[src/design/utf16_unit_to_utf8_encoder_unit_macros.svh]
// Assertion macros shared by the encoder RTL.
`ifndef UTF16_UNIT_TO_UTF8_ENCODER_UNIT_MACROS_SVH
`define UTF16_UNIT_TO_UTF8_ENCODER_UNIT_MACROS_SVH

`ifndef ASSERT_OFF
// Same-cycle implication, checked on every rising clk edge outside reset.
`define U2U8_ASSERT_IMP(label, clk, rst, cond, prop) \
  label: assert property (@(posedge clk) disable iff (rst) (cond) |-> (prop)) \
    else $error("u2u8 assertion failed");
// Next-cycle implication.
`define U2U8_ASSERT_NXT(label, clk, rst, cond, prop) \
  label: assert property (@(posedge clk) disable iff (rst) (cond) |=> (prop)) \
    else $error("u2u8 assertion failed");
`else
`define U2U8_ASSERT_IMP(label, clk, rst, cond, prop)
`define U2U8_ASSERT_NXT(label, clk, rst, cond, prop)
`endif

`endif

[src/design/u2u8_pkg.sv]
package u2u8_pkg;

  // Configuration register indexes
  localparam logic REG_BYTE_BUDGET = 1'b0;
  localparam logic REG_COUNT_ONLY  = 1'b1;

  localparam logic [15:0] BUDGET_RESET = 16'hffff;

  // One character's worth of result beats, handed from encoder to serializer.
  typedef struct packed {
    logic [1:0]  cnt;         // beats left, 1..3
    logic [7:0]  b0;          // byte of the next beat
    logic [7:0]  b1;
    logic [7:0]  b2;
    logic        byte_valid;
    logic        done;
    logic [15:0] total;       // total_written of the next beat
  } rec_t;

endpackage

[src/design/u2u8_encode.sv]
module u2u8_encode (
  input  logic               clk,
  input  logic               rst,
  input  logic               cfg_valid,
  input  logic               cfg_index,
  input  logic [15:0]        cfg_data,
  input  logic               fire,
  input  logic [15:0]        code_unit,
  input  logic               start_of_string,
  output logic               rec_valid,
  output u2u8_pkg::rec_t     rec
);

  logic [15:0] byte_budget;
  logic        count_only;
  logic [15:0] bytes_written;
  logic [15:0] bytes_written_next;
  logic        stopped;
  logic        stopped_next;

  logic [15:0] bw;
  logic        stp;
  logic [1:0]  nbytes;
  logic [16:0] sum;
  logic [7:0]  e0;
  logic [7:0]  e1;
  logic [7:0]  e2;

  always_ff @(posedge clk) begin
    if (rst) begin
      byte_budget <= u2u8_pkg::BUDGET_RESET;
      count_only  <= 1'b0;
    end else if (cfg_valid) begin
      case (cfg_index)
        u2u8_pkg::REG_BYTE_BUDGET: byte_budget <= cfg_data;
        u2u8_pkg::REG_COUNT_ONLY:  count_only  <= cfg_data[0];
        default: ;
      endcase
    end
  end

  always_comb begin
    // start of string clears the running state before this unit
    bw  = start_of_string ? 16'd0 : bytes_written;
    stp = start_of_string ? 1'b0 : stopped;

    if (code_unit <= 16'h007f) begin
      nbytes = 2'd1;
      e0 = {1'b0, code_unit[6:0]};
      e1 = 8'h00;
      e2 = 8'h00;
    end else if (code_unit <= 16'h07ff) begin
      nbytes = 2'd2;
      e0 = {3'b110, code_unit[10:6]};
      e1 = {2'b10, code_unit[5:0]};
      e2 = 8'h00;
    end else begin
      nbytes = 2'd3;
      e0 = {4'b1110, code_unit[15:12]};
      e1 = {2'b10, code_unit[11:6]};
      e2 = {2'b10, code_unit[5:0]};
    end
    sum = {1'b0, bw} + {15'd0, nbytes};

    rec_valid          = 1'b0;
    rec                = '0;
    rec.cnt            = 2'd1;
    rec.total          = bw;
    rec.done           = 1'b1;
    bytes_written_next = bw;
    stopped_next       = stp;

    if (stp) begin
      rec_valid = 1'b0;
    end else if (code_unit == 16'd0 || bw >= byte_budget ||
                 sum > {1'b0, byte_budget}) begin
      // terminator, budget used up, or character does not fit
      rec_valid    = 1'b1;
      stopped_next = 1'b1;
    end else if (count_only) begin
      rec_valid          = 1'b1;
      rec.done           = 1'b0;
      rec.total          = sum[15:0];
      bytes_written_next = sum[15:0];
    end else begin
      rec_valid          = 1'b1;
      rec.done           = 1'b0;
      rec.byte_valid     = 1'b1;
      rec.cnt            = nbytes;
      rec.b0             = e0;
      rec.b1             = e1;
      rec.b2             = e2;
      rec.total          = bw + 16'd1;
      bytes_written_next = sum[15:0];
    end
  end

  always_ff @(posedge clk) begin
    if (rst) begin
      bytes_written <= 16'd0;
      stopped       <= 1'b0;
    end else if (fire) begin
      bytes_written <= bytes_written_next;
      stopped       <= stopped_next;
    end
  end

endmodule

[src/design/u2u8_serial.sv]
module u2u8_serial (
  input  logic               clk,
  input  logic               rst,
  input  logic               load,
  input  u2u8_pkg::rec_t     rec_in,
  output logic               ready,
  output logic               m_tvalid,
  input  logic               m_tready,
  output logic [7:0]         out_byte,
  output logic               byte_valid,
  output logic               last,
  output logic               done_res,
  output logic [15:0]        total_written
);

  logic           rec_valid;
  u2u8_pkg::rec_t rec;
  logic           out_free;
  logic           move;
  logic           rec_end;

  assign out_free = !m_tvalid || m_tready;
  assign move     = rec_valid && out_free;
  assign rec_end  = move && (rec.cnt == 2'd1);
  assign ready    = !rec_valid || rec_end;

  // pending character beats
  always_ff @(posedge clk) begin
    if (rst) begin
      rec_valid <= 1'b0;
    end else if (load) begin
      rec_valid <= 1'b1;
    end else if (rec_end) begin
      rec_valid <= 1'b0;
    end
  end

  always_ff @(posedge clk) begin
    if (load) begin
      rec <= rec_in;
    end else if (move) begin
      rec.cnt   <= rec.cnt - 2'd1;
      rec.b0    <= rec.b1;
      rec.b1    <= rec.b2;
      rec.total <= rec.total + 16'd1;
    end
  end

  // output beat register
  always_ff @(posedge clk) begin
    if (rst) begin
      m_tvalid <= 1'b0;
    end else if (move) begin
      m_tvalid <= 1'b1;
    end else if (m_tready) begin
      m_tvalid <= 1'b0;
    end
  end

  always_ff @(posedge clk) begin
    if (move) begin
      out_byte      <= rec.b0;
      byte_valid    <= rec.byte_valid;
      last          <= (rec.cnt == 2'd1);
      done_res      <= rec.done;
      total_written <= rec.total;
    end
  end

endmodule

[src/design/utf16_unit_to_utf8_encoder_unit.sv]
// UTF-16 code unit to UTF-8 byte encoder with a per-string byte budget.
//
// Input stream (s_*): one 16-bit code unit per beat, s_tuser = start of string.
// Output stream (m_*): one result per beat; out_byte and total_written in
// m_tdata, byte_valid and done_res flags in m_tuser, m_tlast on the final
// result of each code unit. A zero unit or an exhausted budget gives a single
// done beat carrying the total; later units are dropped until start of string.
// Config channel (cfg_*): index 0 = byte_budget, 1 = count_only; always ready.
//
// The first result beat passes through the record register and then the
// output beat register. Throughput: one unit per cycle for ASCII, count-only
// and done results while m_tready is high; a two- or three-byte character
// holds s_tready low until its last byte moves to the byte-wide output register.
// Reset (rst, synchronous): budget 65535, count_only 0, count and stop cleared,
// output empty. When m_tready is low the output beat holds, the pending
// character waits in one record register, and s_tready drops once it is full.
`include "utf16_unit_to_utf8_encoder_unit_macros.svh"

module utf16_unit_to_utf8_encoder_unit (
  input  logic        clk,
  input  logic        rst,
  // configuration writes
  input  logic        cfg_valid,
  output logic        cfg_ready,
  input  logic        cfg_index,
  input  logic [15:0] cfg_data,
  // input stream
  input  logic        s_tvalid,
  output logic        s_tready,
  input  logic [15:0] s_tdata,   // [15:0] code_unit
  input  logic        s_tuser,   // [0] start_of_string
  // output stream
  output logic        m_tvalid,
  input  logic        m_tready,
  output logic [23:0] m_tdata,   // [7:0] out_byte, [23:8] total_written
  output logic [1:0]  m_tuser,   // [0] byte_valid, [1] done_res
  output logic        m_tlast
);

  logic           s_fire;
  logic           enc_valid;
  u2u8_pkg::rec_t enc_rec;
  logic [7:0]     out_byte;
  logic           byte_valid;
  logic           done_res;
  logic [15:0]    total_written;

  assign cfg_ready = 1'b1;
  assign s_fire    = s_tvalid && s_tready;

  // budget check and UTF-8 packing, state updated on every accepted beat
  u2u8_encode u_encode (
    .clk             (clk),
    .rst             (rst),
    .cfg_valid       (cfg_valid),
    .cfg_index       (cfg_index),
    .cfg_data        (cfg_data),
    .fire            (s_fire),
    .code_unit       (s_tdata),
    .start_of_string (s_tuser),
    .rec_valid       (enc_valid),
    .rec             (enc_rec)
  );

  // record register plus output beat register; splits a character into beats
  u2u8_serial u_serial (
    .clk           (clk),
    .rst           (rst),
    .load          (s_fire && enc_valid),
    .rec_in        (enc_rec),
    .ready         (s_tready),
    .m_tvalid      (m_tvalid),
    .m_tready      (m_tready),
    .out_byte      (out_byte),
    .byte_valid    (byte_valid),
    .last          (m_tlast),
    .done_res      (done_res),
    .total_written (total_written)
  );

  assign m_tdata = {total_written, out_byte};
  assign m_tuser = {done_res, byte_valid};

  // a done beat never carries a byte
  `U2U8_ASSERT_IMP(a_done_no_byte, clk, rst, m_tvalid, !(m_tuser[0] && m_tuser[1]))
  // count-only and done beats are single-beat results
  `U2U8_ASSERT_IMP(a_nobyte_last, clk, rst, m_tvalid && !m_tuser[0], m_tlast)
  // the rest of a character follows with no gap once a beat is taken
  `U2U8_ASSERT_NXT(a_char_cont, clk, rst, m_tvalid && m_tready && !m_tlast, m_tvalid)
  // byte beats of one character count up by one
  `U2U8_ASSERT_NXT(a_total_step, clk, rst, m_tvalid && m_tready && !m_tlast,
                   m_tdata[23:8] == $past(m_tdata[23:8]) + 16'd1)

endmodule

[config.mk]
export PLATFORM = sky130hd
export DESIGN_NAME = utf16_unit_to_utf8_encoder_unit
export DESIGN_NICKNAME = d
export VERILOG_FILES = /design/src/design/u2u8_pkg.sv /design/src/design/u2u8_encode.sv /design/src/design/u2u8_serial.sv /design/src/design/utf16_unit_to_utf8_encoder_unit.sv
export VERILOG_INCLUDE_DIRS = /design/src /design/src/design
export SDC_FILE = /design/constraint.sdc
export NUM_CORES = 1
export LEC_CHECK = 0
export ABC_AREA = 1
export ABC_CLOCK_PERIOD_IN_PS = 4560
export BUFFER_PORTS_ARGS = -buffer_cell sky130_fd_sc_hd__buf_2
export CAP_MARGIN = 20
export CORE_MARGIN = 8
export CORE_UTILIZATION = 50
export DETAILED_ROUTE_END_ITERATION = 8
export GPL_ROUTABILITY_DRIVEN = 0
export PLACE_DENSITY = 0.72
export SLEW_MARGIN = 40
export SYNTH_ARGS = -nofsm -noshare
export SYNTH_HDL_FRONTEND = slang
export SYNTH_SLANG_ARGS = --single-unit
[constraint.sdc]
create_clock -name clk -period 4.56 [get_ports clk]
set_input_delay 0.912 -clock clk [delete_from_list [all_inputs] [get_ports clk]]
set_output_delay 0.912 -clock clk [all_outputs]
set_load 0.03 [all_outputs]
==> results of run 1 <==
worst reg2reg max path: stages, from the launching register on:
cell and delay (ns):
dfxtp_1 0.31, inv_1 0.06, nor2_1 0.25, inv_1 0.11, fa_1 0.46, nor2_2 0.13, buf_4 0.15, nand3_1 0.11
xor2_1 0.26, ha_1 0.30, a21oi_1 0.20, a21oi_1 0.11, nor3_2 0.19, nand2_2 0.10, nand2_4 0.12, nand2_4 0.10
nor2_4 0.24, nand3_1 0.10, nand3_1 0.09, nand2_1 0.05
routing by layer:
metal / global-route usage, % / vias up
met5: 0 / -
met4: 5.943 / 0
met3: 3.739 / 19
met2: 27.30 / 204
met1: 25.98 / 2466
li1: - / 2877
metrics by stage:
step	power, mW	TNS (ns)	util, %	std cells	hold slack, ns
2_1_floorplan	1.701	0	-	809	0.4003
3_3_place_gp	1.872	-1.097	57.32	1071	0.4019
3_5_place_dp	1.884	-6.618	57.40	1071	0.4045
4_1_cts	2.656	0	59.80	1087	0.4197
5_1_grt	2.792	-0.001383	60.52	1090	0.4170
6_report	2.655	0	60.52	1090	0.4186
sequential cells by signal, summed over array words and instances (netlist names):
name                    cells
u_serial.out_byte           8
u_encode.bytes_written     16
u_serial.m_tvalid           1
u_serial.done_res           1
u_serial.total_written     16
u_serial.byte_valid         1
u_encode.stopped            1
u_encode.count_only         1
u_serial.last               1
u_encode.byte_budget       16
u_serial.rec_valid          1
u_serial.rec               42
cell usage after synthesis, types with 3 or more instances:
library cell  number
clkbuf_1          13
buf_1              3
buf_6              4
or2_2              4
nor3_1             8
buf_2              3
o211ai_1          16
buf_4              3
xnor2_1            4
nand2_1          207
ha_1              37
dfxtp_1           36
nand2_2            4
edfxtp_1          69
nand3_1           73
a21oi_1           37
o21ai_0           23
xor2_1            15
nand4_1           22
nor2_1            72
inv_1            119
a22oi_1            6
nor2_2             4
final timing paths:
kind | start | end | cells past startpoint
max | s_tdata[13] | u_serial.rec[10] | 24
min | u_serial.rec[35] | u_serial.out_byte[1] | 0
max reg2reg | u_encode.bytes_written[1] | u_serial.rec[10] | 19
min reg2reg | u_serial.rec[35] | u_serial.out_byte[1] | 0
cell families (layout without fill, tap and decap cells):
kind of cell	after synthesis	in the layout	synth area share [%]
AND/OR/NAND/NOR	407	408	28.42
buffers and inverters	148	256	9.377
flip-flops	105	105	43.60
other	1	1	0.05855
AO/OA/AOI/OAI	91	91	8.400
adder cells (fa/ha/maj)	38	38	7.540
XOR/XNOR	19	19	2.598
power by group through the flow:
stage	sequential [mW]	clock (mW)	combinational, mW
floorplan	1.34	0	0.361
global placement	1.29	0	0.583
detailed placement	1.29	0	0.589
CTS	1.27	0.789	0.594
global route	1.29	0.822	0.680
finish	1.27	0.774	0.608
layout make-up:
class                   count  area share, %
multi-input cells         557          40.81
repair buffers            118          9.656
well taps                 172          2.829
clock inverters             7          1.003
flip-flops and latches    105          36.72
clock buffers               9          2.961
inverters                 122          6.021
what timing repair did:
item	CTS	global route
setup endpoints to repair	0	55
resized for setup	0	19
setup buffers	0	2
==> impl_metrics.tcl, run 1 <==
set metrics [dict create \
    status "complete, no violations" \
    fillers 1111 \
    syn_to_final_growth_pct 18.75 \
    initial_core_util_pct 50.96 \
    synth-main-ff-cell "edfxtp_1" \
    setup_ws_ns 0.3317 \
    overflow 0 \
    routed-wl-met3_um 1185 \
    max_slew_margin_pct 52.16 \
    synth.top_cell.area_share_pct 32.35 \
    drtIter0Drc 542 \
    portBuffers 67 \
    ctsRootBufferMaster "clkbuf_16" \
    drv_slew 0 \
    power_switching_mw 0.8528 \
    fp.dieH_um 129.2 \
    crit_type "input port to register" \
    critPathMaxStageDelay_ns 0.39 \
    critPathLaunchType "input port" \
    cts_hold_buf 0 \
    grt_pass1_vias 5036 \
    peakVddDrop_mv 0.1661 \
    fin_area_um2 7606 \
    grt_usage_pct 18.34 \
    netlist_instances 809 \
    drive_gt1_share_pct 19.06 \
    pre_cts_slack_ns -0.2677 \
    grt_pass1_wl_um 24430 \
    cp_data_arrival_time_ns 4.35 \
    clockBufferDepth 2 \
    antenna_found_initial 0 \
    ff2ff_setup_slack_ns 0.87 \
    ys_warn_count 0 \
    cts.sinks 105 \
    multiInputGateArea_um2 3104 \
    seqPwrFrac_pct 48.0 \
    drv_cap 0 \
    regArea_um2 2793 \
    clock_skew_ns 0.009402 \
    post-route-min-period_ns 4.228 \
    htree_levels 3 \
    combPwrFrac_pct 22.9 \
    cts_made_buffers 9 \
    clkLatencyLatePin_ns 0.36 \
    synth.area.top_cells "edfxtp_1 (32%), nand2_1 (12%), dfxtp_1 (11%), ha_1 (7.2%), inv_1 (7.0%)" \
    crit_family "simple AND/OR/NAND/NOR gates" \
    final_nets 990 \
    p_leak_nw 3.727 \
    dieArea_um2 16690 \
    row_count 41 \
    ys_seq_area_share_pct 43.60 \
    syn_nets 886 \
    finalSetupViolations 0 \
    dp_hpwl_um 11530 \
    slowest_stage "fa_1" \
    grt_max_degree 34 \
    wl_per_cell_um 13.84 \
    pin_count 69 \
    final_common_cell "nand2_1" \
    setup.worst_path.end_class "register" \
    cp.required_ns 4.68 \
    core_area_um2 12570 \
    fmax_mhz 236.5 \
    cp_num_buf_inv 3 \
    crit_path_max_fanout 6 \
    synth_edf_count 69 \
    n_antenna_cell 0 \
    die_x_um 129.2 \
    p_per_area_nw_per_um2 349.1 \
    drt-total-wl_um 15090 \
    synthArstFlopShare_pct 0 \
    ys_ff_latch 105 \
    hold_path_class "register to register" \
    yosysTopAreaCell "edfxtp_1" \
    hold_violations 0 \
    place_area_um2 7214 \
    cp_common_cell "nand2_1" \
    power.clock.fraction_pct 29.2 \
    power_switching_share_pct 32.12 \
    finalCritPeriodShare_pct 92.73 \
    vias 5566 \
    internal_power_mw 1.803 \
    top_layer_used "met4" \
    wl_met2_um 6470 \
    antenna_left 0 \
    cts_tree "done" \
    synth_area_um2 6405 \
    worst_pin_slew_ns 0.7149 \
    clkTransAtPathRegs_ns 0.08 \
    synth_cell_types 43 \
    drcViolationCount 0 \
    avgViaCountPerCell 5.106 \
    crit_chain "buf_2 > nor2_1 > nand2_1 > nor2_2 > nand2_1 > nand2_1 > ha_1 > inv_1 > fa_1 > nor2_2 > buf_4 > nand3_1 > xor2_1 > ha_1 > a21oi_1 > a21oi_1 > nor3_2 > nand2_2 > nand2_4 > nand2_4 > nor2_4 > nand3_1 > nand3_1 > nand2_1" \
    wirelength_met1_um 7213 \
    final_cell_mix "nand2_1 (206), inv_1 (119), nand3_1 (71)" \
    firstDrtPassIters 5 \
    syn_area_per_cell_um2 7.917 \
]
Power figures use the tool's default switching activity.
==> run 2, diff against run 1 <==
- ABC_AREA: 1 -> unset
- CORE_UTILIZATION: 50 -> 30
- PLACE_DENSITY: 0.72 -> unset
==> impl_metrics.tcl, run 2 <==
set metrics [dict create \
    ctsRootBufferMaster "clkbuf_16" \
    synth.top_cell.area_share_pct 33.17 \
    fillers 1976 \
    critPathLaunchType "input port" \
    ys_warn_count 0 \
    yosysMostFrequentCell "nand2_1" \
    netlist_instances 661 \
    grt_pass1_wl_um 29200 \
    largest_reg_flops 42 \
    cp_num_buf_inv 4 \
    largest-register "u_serial.rec" \
    grt_max_degree 37 \
    final_common_cell "buf_4" \
    p_leak_nw 3.562 \
    synth_commonest_cells "nand2_1 (70), edfxtp_1 (69), nor2_1 (47)" \
    seqPwrFrac_pct 46.1 \
    setup.worst_path.end_class "register" \
    cts.sinks 105 \
    drcViolationCount 0 \
    power.clock.fraction_pct 34.1 \
    dp_hpwl_um 13150 \
    fp.dieH_um 160.3 \
    setup_ws_ns -0.4993 \
    final_cell_mix "buf_4 (83), edfxtp_1 (69), nand2_1 (67)" \
    initial_core_util_pct 30.68 \
    syn_nets 738 \
    hold_violations 0 \
    overflow 0 \
    combPwrFrac_pct 19.8 \
    ys_ff_latch 105 \
    synth-simple-area-share_pct 21.79 \
    synth-main-ff-cell "edfxtp_1" \
    synth.area.top_cells "edfxtp_1 (33%), dfxtp_1 (12%), ha_1 (7.4%), nand2_1 (4.2%), o211ai_1 (3.2%)" \
    grt_pass1_vias 5424 \
    yosysTopAreaCell "edfxtp_1" \
    rsz0062_at_grt "true" \
    final_nets 875 \
    p_per_area_nw_per_um2 322.3 \
    drv_cap 0 \
    cp_data_arrival_time_ns 5.33 \
    clockBufferDepth 2 \
    crit_type "input port to register" \
    dieArea_um2 25700 \
    avgViaCountPerCell 5.119 \
    crit_family "simple AND/OR/NAND/NOR gates" \
    pin_count 69 \
    finalSetupViolations 59 \
    stdcell_count 1073 \
    syn_to_final_growth_pct 33.93 \
    worst_pin_slew_ns 0.7925 \
    violations "setup timing" \
    internal_power_mw 1.924 \
    post-place-cells 1042 \
    critPathMaxStageDelay_ns 0.45 \
    clkTransAtPathRegs_ns 0.08 \
    synth_compound_area_share_pct 14.92 \
    cts_made_buffers 9 \
    fmax_mhz 197.7 \
    syn_area_per_cell_um2 9.451 \
    power_switching_share_pct 28.66 \
    clkLatencyLatePin_ns 0.37 \
    synth_cell_types 63 \
    crit_chain "buf_2 > nor4_4 > nor2_4 > inv_2 > ha_4 > inv_2 > fa_2 > nand2b_4 > or4_4 > nor3_4 > xnor2_2 > ha_1 > a21oi_2 > nor2_4 > a2111oi_4 > buf_4 > mux2i_4 > a211o_4 > or4_4 > a311oi_2" \
    status "complete, but fails checks" \
    wl_per_cell_um 17.03 \
    clock_skew_ns 0.01160 \
    synthAdderAreaFrac_pct 7.731 \
    drive_gt1_share_pct 32.88 \
    grt_usage_pct 13.98 \
    crit_path_max_fanout 5 \
    n_antenna_cell 0 \
    slowest_stage "or4_4" \
    firstDrtPassIters 5 \
    ys_seq_area_share_pct 44.70 \
    peakVddDrop_mv 0.1759 \
    die_x_um 160.3 \
    drv_slew 0 \
    vias 5493 \
    synthMuxAreaShare_pct 1.302 \
    synth_edf_count 69 \
    core_area_um2 20360 \
    pre_cts_slack_ns -0.9867 \
    cts_tree "done" \
    cp.required_ns 4.84 \
    power_switching_mw 0.7728 \
    portBuffers 67 \
    max_slew_margin_pct 47.16 \
    post-route-min-period_ns 5.059 \
    htree_levels 3 \
    antenna_found_initial 0 \
    antenna_left 0 \
    finalCritPeriodShare_pct 110.9 \
    drt-total-wl_um 18280 \
    row_count 52 \
    drtIter0Drc 484 \
    synth_area_um2 6247 \
    synthArstFlopShare_pct 0 \
    synth_xor_area_share_pct 4.066 \
    synth_top_family_by_area "simple AND/OR/NAND/NOR gates" \
    hold_path_class "register to register" \
]
[run 2: cell count changes after synthesis, sizes merged, moves of 11 or more]
cell    change
xnor2      +17
nor2b      +15
o211ai     +11
inv        -86
nor3       +19
clkbuf     +19
nand4      -12
nand2b     +11
a21oi      -13
nand3      -44
nor2       -32
nand2     -143
[run 2: layout make-up]
type	count	area, µm²	share of cell area, %
multi-input combinational	477	3553	42.47
inverter	36	135.1	1.615
clock buffer	10	229.0	2.737
timing repair buffer	169	1197	14.31
sequential	105	2793	33.38
clock inverter	6	121.4	1.451
tap	270	337.8	4.038
[run 2: logic make-up after synthesis]
family                   count (synthesis)
buffers and inverters                   80
flip-flops                             105
other                                    1
AO/OA/AOI/OAI                          134
AND/OR/NAND/NOR                        266
XOR/XNOR                                29
multiplexers                             8
adder cells (fa/ha/maj)                 38
[run 2: worst register-to-register path, stage by stage (launching register included)]
cell and delay, ns:
dfxtp_1 0.37, nand2b_1 0.10, inv_2 0.09, ha_4 0.14, inv_2 0.03, fa_2 0.33, nand2b_4 0.15, or4_4 0.45
nor3_4 0.26, xnor2_2 0.13, ha_1 0.34, a21oi_2 0.21, nor2_4 0.05, a2111oi_4 0.30, buf_4 0.18, mux2i_4 0.09
a211o_4 0.42, or4_4 0.44, a311oi_2 0.30
[run 2: power groups by stage]
stage / Clock [mW] / Sequential [mW] / Combinational (mW)
floorplan: 0 / 1.30 / 0.283
global placement: 0 / 1.26 / 0.493
detailed placement: 0 / 1.26 / 0.497
CTS: 0.940 / 1.24 / 0.517
global route: 0.975 / 1.26 / 0.592
finish: 0.920 / 1.24 / 0.534
[run 2: worst paths after layout]
path | from | slack, ns | to | cells past startpoint
setup reg to reg | u_encode.bytes_written[0] | 0.11 | u_encode.bytes_written[8] | 18
setup / recovery | s_tdata[7] | -0.50 | u_encode.bytes_written[8] | 20
hold / removal | u_serial.rec[16] | 0.42 | u_serial.done_res | 0
hold reg to reg | u_serial.rec[16] | 0.42 | u_serial.done_res | 0
[run 2: stage by stage]
step / area, µm² / TNS [ns] / hold slack (ns) / util (%) / power (mW)
CTS: 8128 / -18.42 / 0.4216 / 39.91 / 2.699
floorplan: 6372 / -32.28 / 0.4003 / - / 1.582
finish: 8367 / -22.45 / 0.4212 / 41.09 / 2.697
global route: 8367 / -31.08 / 0.4286 / 41.09 / 2.824
detailed placement: 7497 / -47.92 / 0.4045 / 36.81 / 1.761
global placement: 7492 / -40.40 / 0.4038 / 36.79 / 1.752
[run 2: timing repair]
action                     CTS  global route
pin swaps                   20            26
setup buffers                8             9
setup endpoints to repair   59            59
cloned                       1             0
resized for setup           45            38
hold buffers                 0             0
[run 2: layer usage]
metal | share of wire (%) | GRT usage, % | routed length [µm]
met3 | 5.8 | 2.812 | 1067
met2 | 44 | 21.11 | 7981
met1 | 48 | 19.56 | 8810
met5 | 0 | 0 | 0
met4 | 2.3 | 4.588 | 418
==> run 3, diff against run 2 <==
- ABC_CLOCK_PERIOD_IN_PS: 4560 -> 6500
- clock period: 4.56 -> 6.5 ns (I/O delays scaled with it)
==> impl_metrics.tcl, run 3 (synthesized netlist as in run 2, its figures left out) <==
set metrics [dict create \
    status "complete, no violations" \
    largest_reg_flops 42 \
    clkLatencyLatePin_ns 0.36 \
    ff2ff_setup_slack_ns 1.48 \
    clock_skew_ns 0.008064 \
    clockBufferDepth 2 \
    holdPathEnd "u_serial.done_res" \
    finalSetupViolations 0 \
    clkTransAtPathRegs_ns 0.07 \
    fin_setup_tns_ns 0 \
    htree_levels 3 \
    drv_cap 0 \
    cts.sinks 105 \
    finalCritPeriodShare_pct 92.67 \
    cts_made_buffers 9 \
    fp.dieH_um 160.3 \
    overflow 0 \
    reg2reg_to "u_serial.rec[2]" \
    antenna_found_initial 0 \
    grt_pass1_wl_um 26040 \
    min_from "u_serial.rec[16]" \
    cp.required_ns 6.71 \
    firstDrtPassIters 5 \
    slowest_stage "or4_1" \
    hold_path_class "register to register" \
    fmax_mhz 166.0 \
    timing.rr.start "u_encode.bytes_written[0]" \
    wirelength_met1_um 8061 \
    crit_path_max_fanout 17 \
    final_nets 790 \
    rsz0062_at_grt "false" \
    post-route-min-period_ns 6.024 \
    cts_setup_buffers 0 \
    core_area_um2 20360 \
    critPathMaxStageDelay_ns 0.55 \
    cp_data_arrival_time_ns 6.23 \
    peakVddDrop_mv 0.1115 \
    antenna_left 0 \
    p_per_area_nw_per_um2 240.6 \
    grt_max_degree 37 \
    pin_count 69 \
    drv_slew 0 \
    hold_violations 0 \
    fin_util_pct 35.32 \
    initial_core_util_pct 30.68 \
    ctsRootBufferMaster "clkbuf_16" \
    max_slew_margin_pct 48.74 \
    avgViaCountPerCell 5.115 \
    crit_type "input port to register" \
    critPathLaunchType "input port" \
    drcViolationCount 0 \
    drt-total-wl_um 15830 \
    hold-path-cell-count 0 \
    n_antenna_cell 0 \
    setup.worst_path.end_class "register" \
    dp_hpwl_um 12030 \
    worst_pin_slew_ns 0.7670 \
    reg2reg_depth 17 \
    final_common_cell "nand2_1" \
    routed-wl-met3_um 941 \
    dieArea_um2 25700 \
    top_layer_used "met4" \
    wl_per_cell_um 16.02 \
    p_leak_nw 2.966 \
    cts_hold_buf 0 \
    fillers 2065 \
    row_count 52 \
    grt_pass1_vias 4863 \
    final_cell_mix "nand2_1 (70), edfxtp_1 (69), buf_2 (67)" \
    wl_met2_um 6576 \
    drtIter0Drc 450 \
    syn_to_final_growth_pct 15.12 \
    vias 5054 \
    grt_usage_pct 12.42 \
    cts_tree "done" \
    crit_chain "buf_2 > or4_1 > or3_1 > ha_1 > a21o_1 > nor3b_1 > nand4_1 > xor2_1 > nor2_1 > ha_1 > nand3_1 > nor3_1 > a2111oi_1 > o211ai_1 > a211o_2 > or4_1 > a31oi_1" \
    drive_gt1_share_pct 16.43 \
    die_x_um 160.3 \
    portBuffers 67 \
    largest-register "u_serial.rec" \
]
-- run 3: cell count changes in the layout (fill, tap and decap cells not counted), sizes merged --
cell,delta
buf,-84
bufinv,-3
inv,+2
a211o,-1
clkbuf,-1
clkinv,+2
-- run 3: worst max-delay path: cells and delay by family --
kind / cells / cell delay, ns
AOI/OAI and AO/OA: 5 / 1.72
and+or+nand+nor: 8 / 2.35
xor gates and xnor gates: 1 / 0.16
adders and majority gates: 2 / 0.57
buffers and inverters: 1 / 0.13
-- run 3: cell type report --
cell class,instances,area (µm²),share of cell area (%)
multi-input combinational,476,3131,43.53
sequential,105,2793,38.83
clock buffer,9,225.2,3.132
inverter,36,135.1,1.879
timing repair buffer,85,503.0,6.994
tap,270,337.8,4.697
clock inverter,7,67.56,0.9395
-- run 3: worst max-delay path by stage --
stage | startpoint | endpoint | depth (start not counted)
after CTS | s_tdata[10] | u_serial.rec[2] | 19
after global placement | s_tdata[10] | u_serial.rec[2] | 19
after floorplan | s_tdata[10] | u_serial.rec[2] | 19
after detailed placement | s_tdata[10] | u_serial.rec[2] | 17
after global routing | s_tdata[10] | u_serial.rec[28] | 18
final | s_tdata[10] | u_serial.rec[2] | 17
-- run 3: per-layer routing --
| layer | vias up | track usage (%) |
|---|---|---|
| met3 | 17 | 3.144 |
| met2 | 174 | 17.62 |
| met5 | - | 0 |
| met1 | 2319 | 18.01 |
| li1 | 2544 | - |
| met4 | 0 | 3.781 |
-- run 3: report_power, final --
part | internal [mW] | total, mW | switching, mW
Sequential | 0.824 | 0.868 | 0.0439
Combinational | 0.113 | 0.327 | 0.213
Clock | 0.270 | 0.536 | 0.266
Total | 1.21 | 1.73 | 0.523
-- run 3: through the flow --
| stage | instance area, µm² | total power [mW] | setup WS [ns] | hold slack (ns) | cells |
|---|---|---|---|---|---|
| finish | 7192 | 1.731 | 0.4763 | 0.4216 | 988 |
| global route | 7192 | 1.819 | 0.05521 | 0.4274 | 988 |
| CTS | 7159 | 1.745 | 0.3814 | 0.4220 | 987 |
| detailed placement | 6867 | 1.204 | 0.0006399 | 0.4045 | 971 |
| global placement | 6862 | 1.200 | 0.1408 | 0.4027 | 971 |
| floorplan | 6247 | 1.102 | 0.2874 | 0.4003 | 661 |
-- run 3: what timing repair did --
| action | CTS | global route |
|---|---|---|
| endpoints found under the hold margin | 0 | 0 |
| setup endpoints to repair | 0 | 5 |
| resized for setup | 0 | 1 |
